--- src/rtl/dqidct_pkg.sv ---
`timescale 1ns / 1ps
// ----------------------------------------------------------------------------
// dqidct_pkg
// Shared types, constants and the cosine table for the dequantizing 8x8 IDCT.
// ----------------------------------------------------------------------------
package dqidct_pkg;

	localparam int BLOCK_SIZE = 8;
	localparam int NCOEF      = BLOCK_SIZE * BLOCK_SIZE;
	localparam int TAP_W      = $clog2(BLOCK_SIZE);
	localparam int ELEM_W     = $clog2(NCOEF);
	localparam int ISSUE_W    = 1 + ELEM_W + TAP_W;

	localparam int LEVEL_W  = 12;
	localparam int QUANT_W  = 7;
	localparam int DQ_W     = LEVEL_W + QUANT_W;
	localparam int ROW_W    = 32;
	localparam int SAMPLE_W = 16;
	localparam int ROW_FRAC = 8;

	localparam logic [ELEM_W-1:0] ELEM_LAST = ELEM_W'(NCOEF - 1);
	localparam logic [TAP_W-1:0]  TAP_LAST  = TAP_W'(BLOCK_SIZE - 1);

	typedef enum logic [1:0] {
		ST_LOAD,
		ST_RUN,
		ST_DRAIN
	} state_t;

	typedef enum logic {
		PASS_ROW,
		PASS_COL
	} pass_t;

	// Control that travels with one multiply-accumulate tap.
	typedef struct packed {
		logic              valid;
		logic              first;
		logic              last;
		pass_t             pass;
		logic [ELEM_W-1:0] elem;
	} tap_ctrl_t;

	// Luminance quantization table, row-major.
	localparam logic [QUANT_W-1:0] LUM_QUANT [NCOEF] = '{
		7'd16, 7'd11, 7'd10, 7'd16, 7'd24, 7'd40, 7'd51, 7'd61,
		7'd12, 7'd12, 7'd14, 7'd19, 7'd26, 7'd58, 7'd60, 7'd55,
		7'd14, 7'd13, 7'd16, 7'd24, 7'd40, 7'd57, 7'd69, 7'd56,
		7'd14, 7'd17, 7'd22, 7'd29, 7'd51, 7'd87, 7'd80, 7'd62,
		7'd18, 7'd22, 7'd37, 7'd56, 7'd68, 7'd109, 7'd103, 7'd77,
		7'd24, 7'd35, 7'd55, 7'd64, 7'd81, 7'd104, 7'd113, 7'd92,
		7'd49, 7'd64, 7'd78, 7'd87, 7'd103, 7'd121, 7'd120, 7'd101,
		7'd72, 7'd92, 7'd95, 7'd98, 7'd112, 7'd100, 7'd103, 7'd99
	};

	// 0.5*cos(k*pi/16) in Q1.30, k = 0..8.
	localparam int HALF_COS_Q30 [9] = '{
		536870912, 526555088, 496004047, 446391849, 379625062,
		298269498, 205451603, 104738319, 0
	};

	// DCT basis entry T[u][x] rounded to frac fractional bits.
	function automatic int cos_q(input logic [TAP_W-1:0] u, input logic [TAP_W-1:0] x,
			input int frac);
		logic [4:0] a;
		logic       neg;
		int         mag;
		neg = 1'b0;
		if (u == '0) begin
			a = 5'd4;
		end else begin
			a = 5'(8'(u) * 8'({x, 1'b1}));
			if (a > 5'd16) begin
				a = 5'(6'd32 - 6'(a));
			end
			if (a > 5'd8) begin
				a = 5'(5'd16 - a);
				neg = 1'b1;
			end
		end
		mag = (HALF_COS_Q30[a[3:0]] + (1 << (29 - frac))) >>> (30 - frac);
		return neg ? -mag : mag;
	endfunction

endpackage

--- src/rtl/dqidct_ram.sv ---
`timescale 1ns / 1ps
// ----------------------------------------------------------------------------
// dqidct_ram
// Generic single-write, single-read RAM with registered read data.
// ----------------------------------------------------------------------------
module dqidct_ram #(
	parameter int WIDTH = 8,
	parameter int DEPTH = 64
) (
	input  logic                     clk,
	input  logic                     we,
	input  logic [$clog2(DEPTH)-1:0] waddr,
	input  logic [WIDTH-1:0]         wdata,
	input  logic                     re,
	input  logic [$clog2(DEPTH)-1:0] raddr,
	output logic [WIDTH-1:0]         rdata
);

	logic [WIDTH-1:0] mem_q [DEPTH];

	always_ff @(posedge clk) begin
		if (we) begin
			mem_q[waddr] <= wdata;
		end
		if (re) begin
			rdata <= mem_q[raddr];
		end
	end

endmodule

--- src/rtl/dqidct_mac.sv ---
`timescale 1ns / 1ps
// ----------------------------------------------------------------------------
// dqidct_mac
// Shared multiply-accumulate unit with rounding for both transform passes.
// ----------------------------------------------------------------------------
module dqidct_mac
	import dqidct_pkg::*;
#(
	parameter int COS_FRAC_BITS = 14
) (
	input  logic                          clk,
	input  logic                          arst_n,
	input  logic                          adv,
	input  tap_ctrl_t                     ctl_s1,
	input  logic signed [ROW_W-1:0]       a_s1,
	input  logic signed [COS_FRAC_BITS:0] c_s1,
	output tap_ctrl_t                     done,
	output logic                          busy,
	output logic [ROW_W-1:0]              row_val,
	output logic [SAMPLE_W-1:0]           col_val
);

	localparam int C_W       = COS_FRAC_BITS + 1;
	localparam int P_W       = ROW_W + C_W;
	localparam int ACC_W     = P_W + TAP_W;
	localparam int ROW_SHIFT = COS_FRAC_BITS - ROW_FRAC;
	localparam int COL_SHIFT = COS_FRAC_BITS + ROW_FRAC - 2;

	localparam logic signed [ACC_W-1:0] ROW_HALF = ACC_W'(1) << (ROW_SHIFT - 1);
	localparam logic signed [ACC_W-1:0] COL_HALF = ACC_W'(1) << (COL_SHIFT - 1);
	localparam logic signed [ACC_W-1:0] SAT_MAX  = ACC_W'(32767);
	localparam logic signed [ACC_W-1:0] SAT_MIN  = ~SAT_MAX;

	tap_ctrl_t               ctl_s2;
	tap_ctrl_t               done_d;
	logic signed [P_W-1:0]   prod_s2;
	logic signed [ACC_W-1:0] acc_q;
	logic signed [ACC_W-1:0] row_sum;
	logic signed [ACC_W-1:0] row_sh;
	logic signed [ACC_W-1:0] col_sum;
	logic signed [ACC_W-1:0] col_sh;

	// A sum is complete only once its last tap has been accumulated.
	always_comb begin
		done_d       = ctl_s2;
		done_d.valid = ctl_s2.valid & ctl_s2.last;
	end

	always_ff @(posedge clk or negedge arst_n) begin
		if (!arst_n) begin
			ctl_s2 <= '0;
			done   <= '0;
		end else if (adv) begin
			ctl_s2 <= ctl_s1;
			done   <= done_d;
		end
	end

	always_ff @(posedge clk) begin
		if (adv) begin
			prod_s2 <= P_W'(a_s1) * P_W'(c_s1);
			if (ctl_s2.valid) begin
				acc_q <= ctl_s2.first ? ACC_W'(prod_s2) : acc_q + ACC_W'(prod_s2);
			end
		end
	end

	// Round half up; rows keep 8 fractional bits, columns saturate to int16.
	always_comb begin
		row_sum = acc_q + ROW_HALF;
		row_sh  = row_sum >>> ROW_SHIFT;
		row_val = row_sh[ROW_W-1:0];
		col_sum = acc_q + COL_HALF;
		col_sh  = col_sum >>> COL_SHIFT;
		if (col_sh > SAT_MAX) begin
			col_val = SAT_MAX[SAMPLE_W-1:0];
		end else if (col_sh < SAT_MIN) begin
			col_val = SAT_MIN[SAMPLE_W-1:0];
		end else begin
			col_val = col_sh[SAMPLE_W-1:0];
		end
	end

	assign busy = ctl_s2.valid | done.valid;

endmodule

--- src/rtl/dequantize_inverse_dct_8x8.sv ---
`timescale 1ns / 1ps
// ----------------------------------------------------------------------------
// dequantize_inverse_dct_8x8
// Dequantizes one 8x8 block of levels and applies the scaled inverse DCT.
// ----------------------------------------------------------------------------
// The block takes 64 levels in row-major order, one per cycle, scaling each by
// the luminance quantization table as it is written to the coefficient RAM.
// After the 64th level it stops taking requests and runs a row pass and a
// column pass through one shared multiplier-accumulator, one product per
// cycle while out_stall does not hold the output: 1024 products, then the
// pipeline drains. The 64 samples leave during the column pass through an
// output register, the last one flagged.
module dequantize_inverse_dct_8x8
	import dqidct_pkg::*;
#(
	parameter int COS_FRAC_BITS = 14
) (
	input  logic                       clk,
	input  logic                       arst_n,
	input  logic                       in_valid,
	output logic                       in_stall,
	input  logic signed [LEVEL_W-1:0]  level,
	output logic                       out_valid,
	input  logic                       out_stall,
	output logic signed [SAMPLE_W-1:0] sample,
	output logic                       last_of_block
);

	localparam int C_W = COS_FRAC_BITS + 1;

	state_t               state_q;
	state_t               state_d;
	logic [ELEM_W-1:0]    in_cnt_q;
	logic [ISSUE_W-1:0]   iss_cnt_q;
	logic                 in_acc;
	logic                 adv;
	logic                 mac_busy;

	tap_ctrl_t            iss_ctl;
	logic [TAP_W-1:0]     iss_tap;
	logic [TAP_W-1:0]     cos_u;
	logic [TAP_W-1:0]     cos_x;
	tap_ctrl_t            ctl_s1;
	logic signed [C_W-1:0] cos_s1;
	logic signed [ROW_W-1:0] a_s1;

	logic signed [DQ_W-1:0] dq;
	logic                 coef_re;
	logic [ELEM_W-1:0]    coef_raddr;
	logic [DQ_W-1:0]      coef_rd;
	logic                 row_re;
	logic                 row_we;
	logic [ELEM_W-1:0]    row_raddr;
	logic [ROW_W-1:0]     row_rd;

	tap_ctrl_t            done;
	logic [ROW_W-1:0]     row_val;
	logic [SAMPLE_W-1:0]  col_val;
	logic                 out_load;

	assign in_stall = (state_q != ST_LOAD);
	assign in_acc   = in_valid & ~in_stall;
	// The whole compute pipeline freezes while a finished sample is held.
	assign adv      = ~(out_valid & out_stall);

	always_ff @(posedge clk or negedge arst_n) begin
		if (!arst_n) begin
			state_q <= ST_LOAD;
		end else begin
			state_q <= state_d;
		end
	end

	always_comb begin
		state_d = state_q;
		unique case (state_q)
			ST_LOAD: begin
				if (in_acc && in_cnt_q == ELEM_LAST) begin
					state_d = ST_RUN;
				end
			end
			ST_RUN: begin
				if (adv && iss_cnt_q == '1) begin
					state_d = ST_DRAIN;
				end
			end
			ST_DRAIN: begin
				if (!ctl_s1.valid && !mac_busy) begin
					state_d = ST_LOAD;
				end
			end
			default: state_d = ST_LOAD;
		endcase
	end

	always_ff @(posedge clk or negedge arst_n) begin
		if (!arst_n) begin
			in_cnt_q  <= '0;
			iss_cnt_q <= '0;
		end else begin
			if (in_acc) begin
				in_cnt_q <= in_cnt_q + 1'b1;
			end
			if (state_q == ST_RUN && adv) begin
				iss_cnt_q <= iss_cnt_q + 1'b1;
			end
		end
	end

	assign dq = DQ_W'(level) * DQ_W'($signed({1'b0, LUM_QUANT[in_cnt_q]}));

	// One tap per cycle while adv; the counter walks the row then the column pass.
	always_comb begin
		iss_tap       = iss_cnt_q[TAP_W-1:0];
		iss_ctl.valid = (state_q == ST_RUN);
		iss_ctl.first = (iss_tap == '0);
		iss_ctl.last  = (iss_tap == TAP_LAST);
		iss_ctl.pass  = pass_t'(iss_cnt_q[ISSUE_W-1]);
		iss_ctl.elem  = iss_cnt_q[ISSUE_W-2:TAP_W];
		coef_raddr    = {iss_ctl.elem[ELEM_W-1:TAP_W], iss_tap};
		row_raddr     = {iss_tap, iss_ctl.elem[TAP_W-1:0]};
		coef_re       = adv & iss_ctl.valid & (iss_ctl.pass == PASS_ROW);
		row_re        = adv & iss_ctl.valid & (iss_ctl.pass == PASS_COL);
		cos_u         = iss_tap;
		if (iss_ctl.pass == PASS_ROW) begin
			cos_x = iss_ctl.elem[TAP_W-1:0];
		end else begin
			cos_x = iss_ctl.elem[ELEM_W-1:TAP_W];
		end
	end

	always_ff @(posedge clk or negedge arst_n) begin
		if (!arst_n) begin
			ctl_s1 <= '0;
		end else if (adv) begin
			ctl_s1 <= iss_ctl;
		end
	end

	always_ff @(posedge clk) begin
		if (adv) begin
			cos_s1 <= C_W'(cos_q(cos_u, cos_x, COS_FRAC_BITS));
		end
	end

	assign a_s1 = (ctl_s1.pass == PASS_ROW) ?
		{{(ROW_W - DQ_W){coef_rd[DQ_W-1]}}, coef_rd} : row_rd;

	dqidct_ram #(
		.WIDTH (DQ_W),
		.DEPTH (NCOEF)
	) u_coef_ram (
		.clk   (clk),
		.we    (in_acc),
		.waddr (in_cnt_q),
		.wdata (dq),
		.re    (coef_re),
		.raddr (coef_raddr),
		.rdata (coef_rd)
	);

	assign row_we = adv & done.valid & (done.pass == PASS_ROW);

	dqidct_ram #(
		.WIDTH (ROW_W),
		.DEPTH (NCOEF)
	) u_row_ram (
		.clk   (clk),
		.we    (row_we),
		.waddr (done.elem),
		.wdata (row_val),
		.re    (row_re),
		.raddr (row_raddr),
		.rdata (row_rd)
	);

	dqidct_mac #(
		.COS_FRAC_BITS (COS_FRAC_BITS)
	) u_mac (
		.clk     (clk),
		.arst_n  (arst_n),
		.adv     (adv),
		.ctl_s1  (ctl_s1),
		.a_s1    (a_s1),
		.c_s1    (cos_s1),
		.done    (done),
		.busy    (mac_busy),
		.row_val (row_val),
		.col_val (col_val)
	);

	assign out_load = adv & done.valid & (done.pass == PASS_COL);

	always_ff @(posedge clk or negedge arst_n) begin
		if (!arst_n) begin
			out_valid <= 1'b0;
		end else if (out_load) begin
			out_valid <= 1'b1;
		end else if (!out_stall) begin
			out_valid <= 1'b0;
		end
	end

	always_ff @(posedge clk) begin
		if (out_load) begin
			sample        <= col_val;
			last_of_block <= (done.elem == ELEM_LAST);
		end
	end

endmodule

--- config.mk ---
export PLATFORM = sky130hd
export DESIGN_NAME = dequantize_inverse_dct_8x8
export DESIGN_NICKNAME = d
export VERILOG_FILES = /design/src/rtl/dqidct_pkg.sv /design/src/rtl/dqidct_ram.sv /design/src/rtl/dqidct_mac.sv /design/src/rtl/dequantize_inverse_dct_8x8.sv
export SDC_FILE = /design/constraint.sdc
export NUM_CORES = 2
export LEC_CHECK = 0
export BUFFER_PORTS_ARGS = -buffer_cell sky130_fd_sc_hd__buf_4
export CORE_MARGIN = 1
export CORE_UTILIZATION = 61
export DETAILED_ROUTE_END_ITERATION = 12
export PLACE_DENSITY = 0.77
export SLEW_MARGIN = 20
export SYNTH_ARGS = -nofsm -noshare
export SYNTH_HDL_FRONTEND = slang
export SYNTH_SLANG_ARGS = --single-unit
--- constraint.sdc ---
create_clock -name clk -period 24.4 [get_ports clk]
set_input_delay 3.66 -clock clk [delete_from_list [all_inputs] [get_ports clk]]
set_output_delay 3.66 -clock clk [all_outputs]
set_load 0.03 [all_outputs]
**Yosys cells after proc, flatten, opt, wreduce, memory -nomap -nowiden**

Memories as Yosys holds them, arrays and structs flattened. A register that Yosys moved wholly into a read port is not among the register bits.
Cells that the tools add are included.

- Flip-flop bits (word level): 176
- Memory bits (writable): 3264
- ROM bits: 960
- Input port bits: 16
- Output and inout port bits: 19
- Word-level logic and storage cells: 109
- Memories: 4

- Add/sub/neg operators: 9
- Multiply operators: 3
- Magnitude comparators: 6
- Eq/ne operators: 10
- Multiplexer cells: 28
- Bitwise logic cells: 16
- Reductions and logical operators: 11

Memories:

| memory | depth | width | rd ports | clocked after memory_dff | wr ports | RTL line | RTL |
|---|---|---|---|---|---|---|---|
| u_row_ram.mem_q | 64 | 32 | 1 | 1 | 1 | dqidct_ram.sv:19 | `logic [WIDTH-1:0] mem_q [DEPTH];` |
| u_coef_ram.mem_q | 64 | 19 | 1 | 1 | 1 | dqidct_ram.sv:19 |  |
| (name not given) | 16 | 32 | 1 | 0 | 0 | dqidct_pkg.sv:81 | `mag = (HALF_COS_Q30[a[3:0]] + (1 << (29 - frac))) >>> (30 - frac);` |
| (name not given) | 64 | 7 | 1 | 0 | 0 | dequantize_inverse_dct_8x8.sv:110 | `assign dq = DQ_W'(level) * DQ_W'($signed({1'b0, LUM_QUANT[in_cnt_q]}));` |

Operators with widths:

| cell | number |
|---|---|
| 31-bit 2-to-1 mux | 2 |
| 50-bit by 21-bit adder with 50-bit output (second input constant) | 1 |
| 50-bit by 47-bit adder with 50-bit output | 1 |
| 50-bit 2-to-1 mux | 1 |
| 32-bit by 15-bit multiplier with 47-bit output | 1 |
| 38-bit by 7-bit adder with 38-bit output (second input constant) | 1 |
| 32-bit 2-to-1 mux | 1 |
| 31-bit by 17-bit adder with 31-bit output (second input constant) | 1 |
| 30-bit by 16-bit > comparator with 1-bit output (second input constant) | 1 |
| 30-bit by 16-bit < comparator with 1-bit output (second input constant) | 1 |
| 12-bit by 8-bit multiplier with 19-bit output | 1 |
| 16-bit 2-to-1 mux | 1 |
| 15-bit 2-to-1 mux | 1 |
| 5-bit 2-to-1 mux | 3 |
| 15-bit negation | 1 |
| 7-bit 2-to-1 mux | 2 |
| 6-bit equality test (second input constant) | 2 |
| 4-bit 2-to-1 mux | 3 |
| 10-bit by 1-bit adder with 10-bit output (second input constant) | 1 |
| 10-bit equality test (second input constant) | 1 |
| 1-bit AND | 9 |
| 1-bit 2-to-1 mux | 9 |
| 7-bit greater-or-equal comparator (second input constant) | 1 |
| 6-bit inverter with 7-bit output | 1 |
| other kinds (25) | 36 |

**Depth between registers and ports, before layout**

- Depth in word-level cells: 17
- Gate-level depth with buffers: 35
- Gate-level depth less buffers: 31

**By module**

A second synthesis with hierarchy kept.

- Cell total of the unflattened synthesis: 9020
- Area, all modules: 158326.8 µm²

By module, submodules not included:

| module | instances | cells each | area an instance (µm²) | sequential area each (µm²) |
|---|---|---|---|---|
| dqidct_ram (u_row_ram) | 1 | 3324 | 78835.6 | 62459.9 |
| dqidct_ram (u_coef_ram) | 1 | 2113 | 47304.1 | 37085.6 |
| dqidct_mac | 1 | 2666 | 24359.6 | 3413.3 |
| dequantize_inverse_dct_8x8 | 1 | 917 | 7827.5 | 1686.6 |

**Worst setup path before layout**

OpenSTA, ideal clock, no wires.

- Kind: in2reg
- From: input port level[5]
- To: memory u_coef_ram.mem_q[0][14] in the netlist's numbering, data pin
- Arrival time: 9314 ps
- Data required time: 23831 ps
- Setup slack: 14518 ps
- Stages: 15
- Path through: and2_1 > fa_1 > inv_1 > fa_1 > inv_1 > fa_1 > fa_1 > ha_1 > a21oi_1 > o21ai_0 > a21oi_1 > o21ai_0 > a2111oi_0 > nor2_1 > xnor2_1

- Longest elaborated chain between the ends: 1

Ends and longest elaborated chain:

| what | RTL line | RTL |
|---|---|---|
| start: declaration | dequantize_inverse_dct_8x8.sv:22 | `input logic signed [LEVEL_W-1:0] level,` |
| 12-bit by 8-bit multiplier with 19-bit output | dequantize_inverse_dct_8x8.sv:110 |  |
| via dq[14] | dequantize_inverse_dct_8x8.sv:47 | `logic signed [DQ_W-1:0] dq;` |
| end: declaration | dqidct_ram.sv:19 |  |

The timed path passes the listed nets, and every way through them passes these cells.

**Worst setup path in the final report**

- From: input port level[2]
- To: memory u_coef_ram.mem_q[32][18] in the netlist's numbering, data pin

The elaborated chain is that of the path after synthesis.

==> summary by stage <==
STA
The final total negative setup slack is 0 ns. Headroom to the max-slew limit came out at 0.207. The count of endpoints failing hold in the final timing report was 0. At the pin with the least slew margin, the transition time is 1.19 ns.

The max-slew violation count is 0. Between clock sinks in the finished design, the worst skew comes to 0.101 ns. The post-route minimum period is 8.88 ns.

On the final layout, the worst hold slack is 0.493 ns. The final worst-path cycle share is 0.364. Derived from the worst setup path, the maximum achievable clock frequency is 0.113 GHz. Setup repair after global routing left no endpoint under its margin.

The count of endpoints failing setup in the final report is 0.

Logic synthesis
The count of mapped cells out of synthesis is 8391. Yosys attributes the largest share of cell area to edfxtp_1 66%, mux4_2 15%, fa_1 6.5%. After synthesis, the largest family of logic cells by area is multiplexers. Of the total synthesized cell area, the portion taken by AND, OR, NAND and NOR gates is 0.0408. The netlist uses 93 different library cells.

The most used flip-flop cell after synthesis is edfxtp_1. The share of Yosys cell area claimed by the top area cell type is 0.658. The share of the synthesized area in compound gates (AO/OA/AOI/OAI) is 0.0201.

The largest total area in the synthesized netlist belongs to edfxtp_1. The sequential element share of the synthesized area is 0.665. The cell area after technology mapping is 157000 sq um.

The xor and xnor area share after synthesis is 0.0106. The number of warnings issued by yosys is 0. Counting flops with a built-in enable in the synthesized netlist gives 3444.

Of the total synthesized cell area, the portion taken by full adders, half adders and majority gates is 0.0833. The total of flip-flops plus latches after synthesis is 3491. The share of synthesized registers carrying an async set or reset is 0.0135. The mux contribution to synthesized area is 0.156. When the netlist entered floorplanning its net count stood at 9147. A synthesized cell averages 18.7 sq um.

Placement
Buffers placed on the I/O ports in this run total 34. The HPWL after detailed placement is 221000 um. The number of instances in the placed design is 11600.

In this run the cell area measured after placement is 163000 sq um. Routability-driven placement finished with a final weighted congestion of 0.850.

Clocking
The clock buffer count from CTS is 353. The hold-fix buffer count after cts is 0. The number of sinks driven by the clock tree is 3491. The H-tree generated during clock tree synthesis spans 5 levels.

The number of gates resized after CTS was 0. The TritonCTS clock tree is yes. The clock passes through at most 4 buffers.

Once the clock tree was built, the setup fixing pass inserted 0 buffers. For the worst-skew pair, the clock arrives at the later sink with an insertion delay of 1.03 ns. The clock transition at the registers of the reported paths is 0.06 ns. The tree is rooted in a clkbuf_16.

Layout
From synthesis to final layout, the design area changed by 10.9%. After the flow finishes, the layout carries non-filler instances totaling 12300. The final net count is 9352. The fill cell total of the finished layout is 15300.

In the final layout, the multi-input gates occupy 50200 sq um. With fillers left out, the area of the finished cells amounts to 174000 sq um. The area of all sequential standard cells is 105000 sq um. Of the cells placed in the final design, the portion with a size suffix greater than 1 is 0.232.

Global route
The most heavily used metal layer in global routing is met2. Entering global routing, the biggest net connects 148 pins. After global routing the overflow that remains totals 0. The met2 capacity usage during global routing is 0.523. The via count of the first global-routing pass is 86700. The number of antenna violations at the first check in global routing is 34. For met3 alone, demand over resource in global routing was 0.0811. The met1 track utilization from global routing is 0.435. For this run, the total global-route usage over all layers was measured as 0.325. The first global-routing pass estimated 599000 um of wire.

Drt
The pre-antenna-repair detailed-routing pass consisted of 8 iterations. The count of antenna-violating nets left after detailed routing is 0. After detailed routing, the number of vias per cell comes to 6.87. In the final routed layout, each cell accounts on average for 33.8 um. The final layout contains routed wiring with a total length of 415000 um.

The violation count after the first detailed-route iteration is 12000. For this run, design rule violations remaining after detail routing come to 0. The total number of vias is 84200.

Die
From bottom edge to top edge, the die measures 510 um. For this configuration, the core starts out at a cell density of 0.613. The die covers 260000 sq um.

The die extent in x is 510 um. The number of ports placed on the die boundary is 35. The region available for standard cell placement spans 256000 sq um.

The number of placement rows is 186.

Worst hold path
In this run the worst hold path is classified as flip-flop to flip-flop.

Critical path
The biggest cell delay along the critical path is 0.83 ns. The critical path goes through buf_4, and2_1, fa_1, fa_1, ha_1, inv_1, fa_1, inv_1, ha_1, a21oi_1, o21ai_0, a21oi_1, o21ai_0, a21oi_1, o21ai_0, a2111oi_0, o311ai_0, a21oi_1, xnor2_2, buf_4. The startpoint type of the worst setup path is an input port. The data required time of the critical path is 25.06 ns. In this run the worst path has a maximum fanout of 64. For the worst setup path, the data arrival time is 9.54 ns. The type of the worst setup path is input port to flip-flop. The slowest stage of the critical path belongs to the cell a2111oi_0. The worst setup path is captured at a flip-flop. The most frequent cell on the critical path is a21oi_1.

Run
The tool flagged a number of max-cap violations equal to 0.

Status
The flow ran to the end, and the final reports show no timing, DRC or antenna violations.
[kinds of logic (layout without fill, tap and decap cells)]
group | count (synthesis) | after routing
adder cells (fa/ha/maj) | 740 | 740
buffers and inverters | 1017 | 1488
multiplexers | 1104 | 1104
AO/OA/AOI/OAI | 489 | 489
flip-flops | 3491 | 3491
XOR/XNOR | 183 | 183
other | 0 | 12
AND/OR/NAND/NOR | 1367 | 1367
[worst paths after layout]
| check | startpoint | endpoint | slack [ns] | depth (start not counted) |
|---|---|---|---|---|
| setup / recovery | level[2] | u_coef_ram.mem_q[32][18] | 15.52 | 20 |
| hold / removal | u_mac.ctl_s2[7] | u_mac.ctl_s2[7] | 0.49 | 2 |
| setup reg to reg | in_cnt_q[4] | u_coef_ram.mem_q[32][18] | 15.56 | 23 |
| hold reg to reg | u_mac.ctl_s2[7] | u_mac.ctl_s2[7] | 0.49 | 2 |
| max in group asynchronous | arst_n | iss_cnt_q[5] | 21.03 | 1 |
| min in group asynchronous | arst_n | u_mac.ctl_s2[8] | 2.75 | 1 |
[routing by layer]
| metal | part of all wire | routed length, um |
|---|---|---|
| met5 | 0.00024 | 100 |
| met4 | 0.040 | 16500 |
| met3 | 0.12 | 50200 |
| met2 | 0.49 | 202000 |
| met1 | 0.35 | 146000 |
[stage by stage]
stage	util	setup WS, ns
after floorplan	-	14.52
after global placement	0.636	14.72
after detailed placement	0.636	14.53
after CTS	0.679	15.52
after global routing	0.680	15.08
final	0.680	15.52
[flip-flops by register name, summed over array words and instances (netlist names)]
signal            flops
u_mac.prod_s2        47
u_mac.ctl_s2         10
ctl_s1               10
in_cnt_q              6
state_q               2
cos_s1               15
last_of_block         1
iss_cnt_q            10
u_row_ram.mem_q    2048
u_row_ram.rdata      32
out_valid             1
u_mac.acc_q          50
sample               16
u_mac.done            8
u_coef_ram.mem_q   1216
u_coef_ram.rdata     19
[cells in the mapped netlist, types with 30 or more instances]
cell,instances
nand2_1,573
nor2b_1,40
clkbuf_1,311
inv_1,621
and2_1,231
a21oi_1,123
nand3_1,72
o21ai_0,131
mux4_2,1072
xor2_1,65
dfrtp_1,47
fa_1,511
ha_1,229
a21o_1,47
nor3_1,30
buf_1,77
xnor2_1,114
edfxtp_1,3444
nor2_1,276
[layout by cell type (no fill, tap or decap), types with 130 or more instances in the layout]
cell          n
o21ai_0     130
buf_4       235
clkbuf_16   357
ha_1        225
mux4_2     1072
inv_1       618
fa_1        511
nor2_1      144
nand2_1     572
and2_1      229
edfxtp_1   3444
[layout make-up]
class,instances,area share
sequential,3491,0.600
clock inverter,196,0.00990
tap,3384,0.0243
multi-input combinational,3883,0.288
antenna,12,0.000172
inverter,624,0.0135
timing repair buffer,243,0.0110
clock buffer,425,0.0531
[worst max-delay path: cells and delay by family]
kind / cells / cell delay [ns]
and+or+nand+nor: 1 / 0.16
adders and majority gates: 5 / 2.00
xor gates and xnor gates: 1 / 0.16
buffers and inverters: 4 / 0.78
AOI/OAI and AO/OA: 9 / 2.73
Power is left out: the tool's default activity adds up to more than one toggle a clock period on the data nets, which glitch-free logic cannot reach.
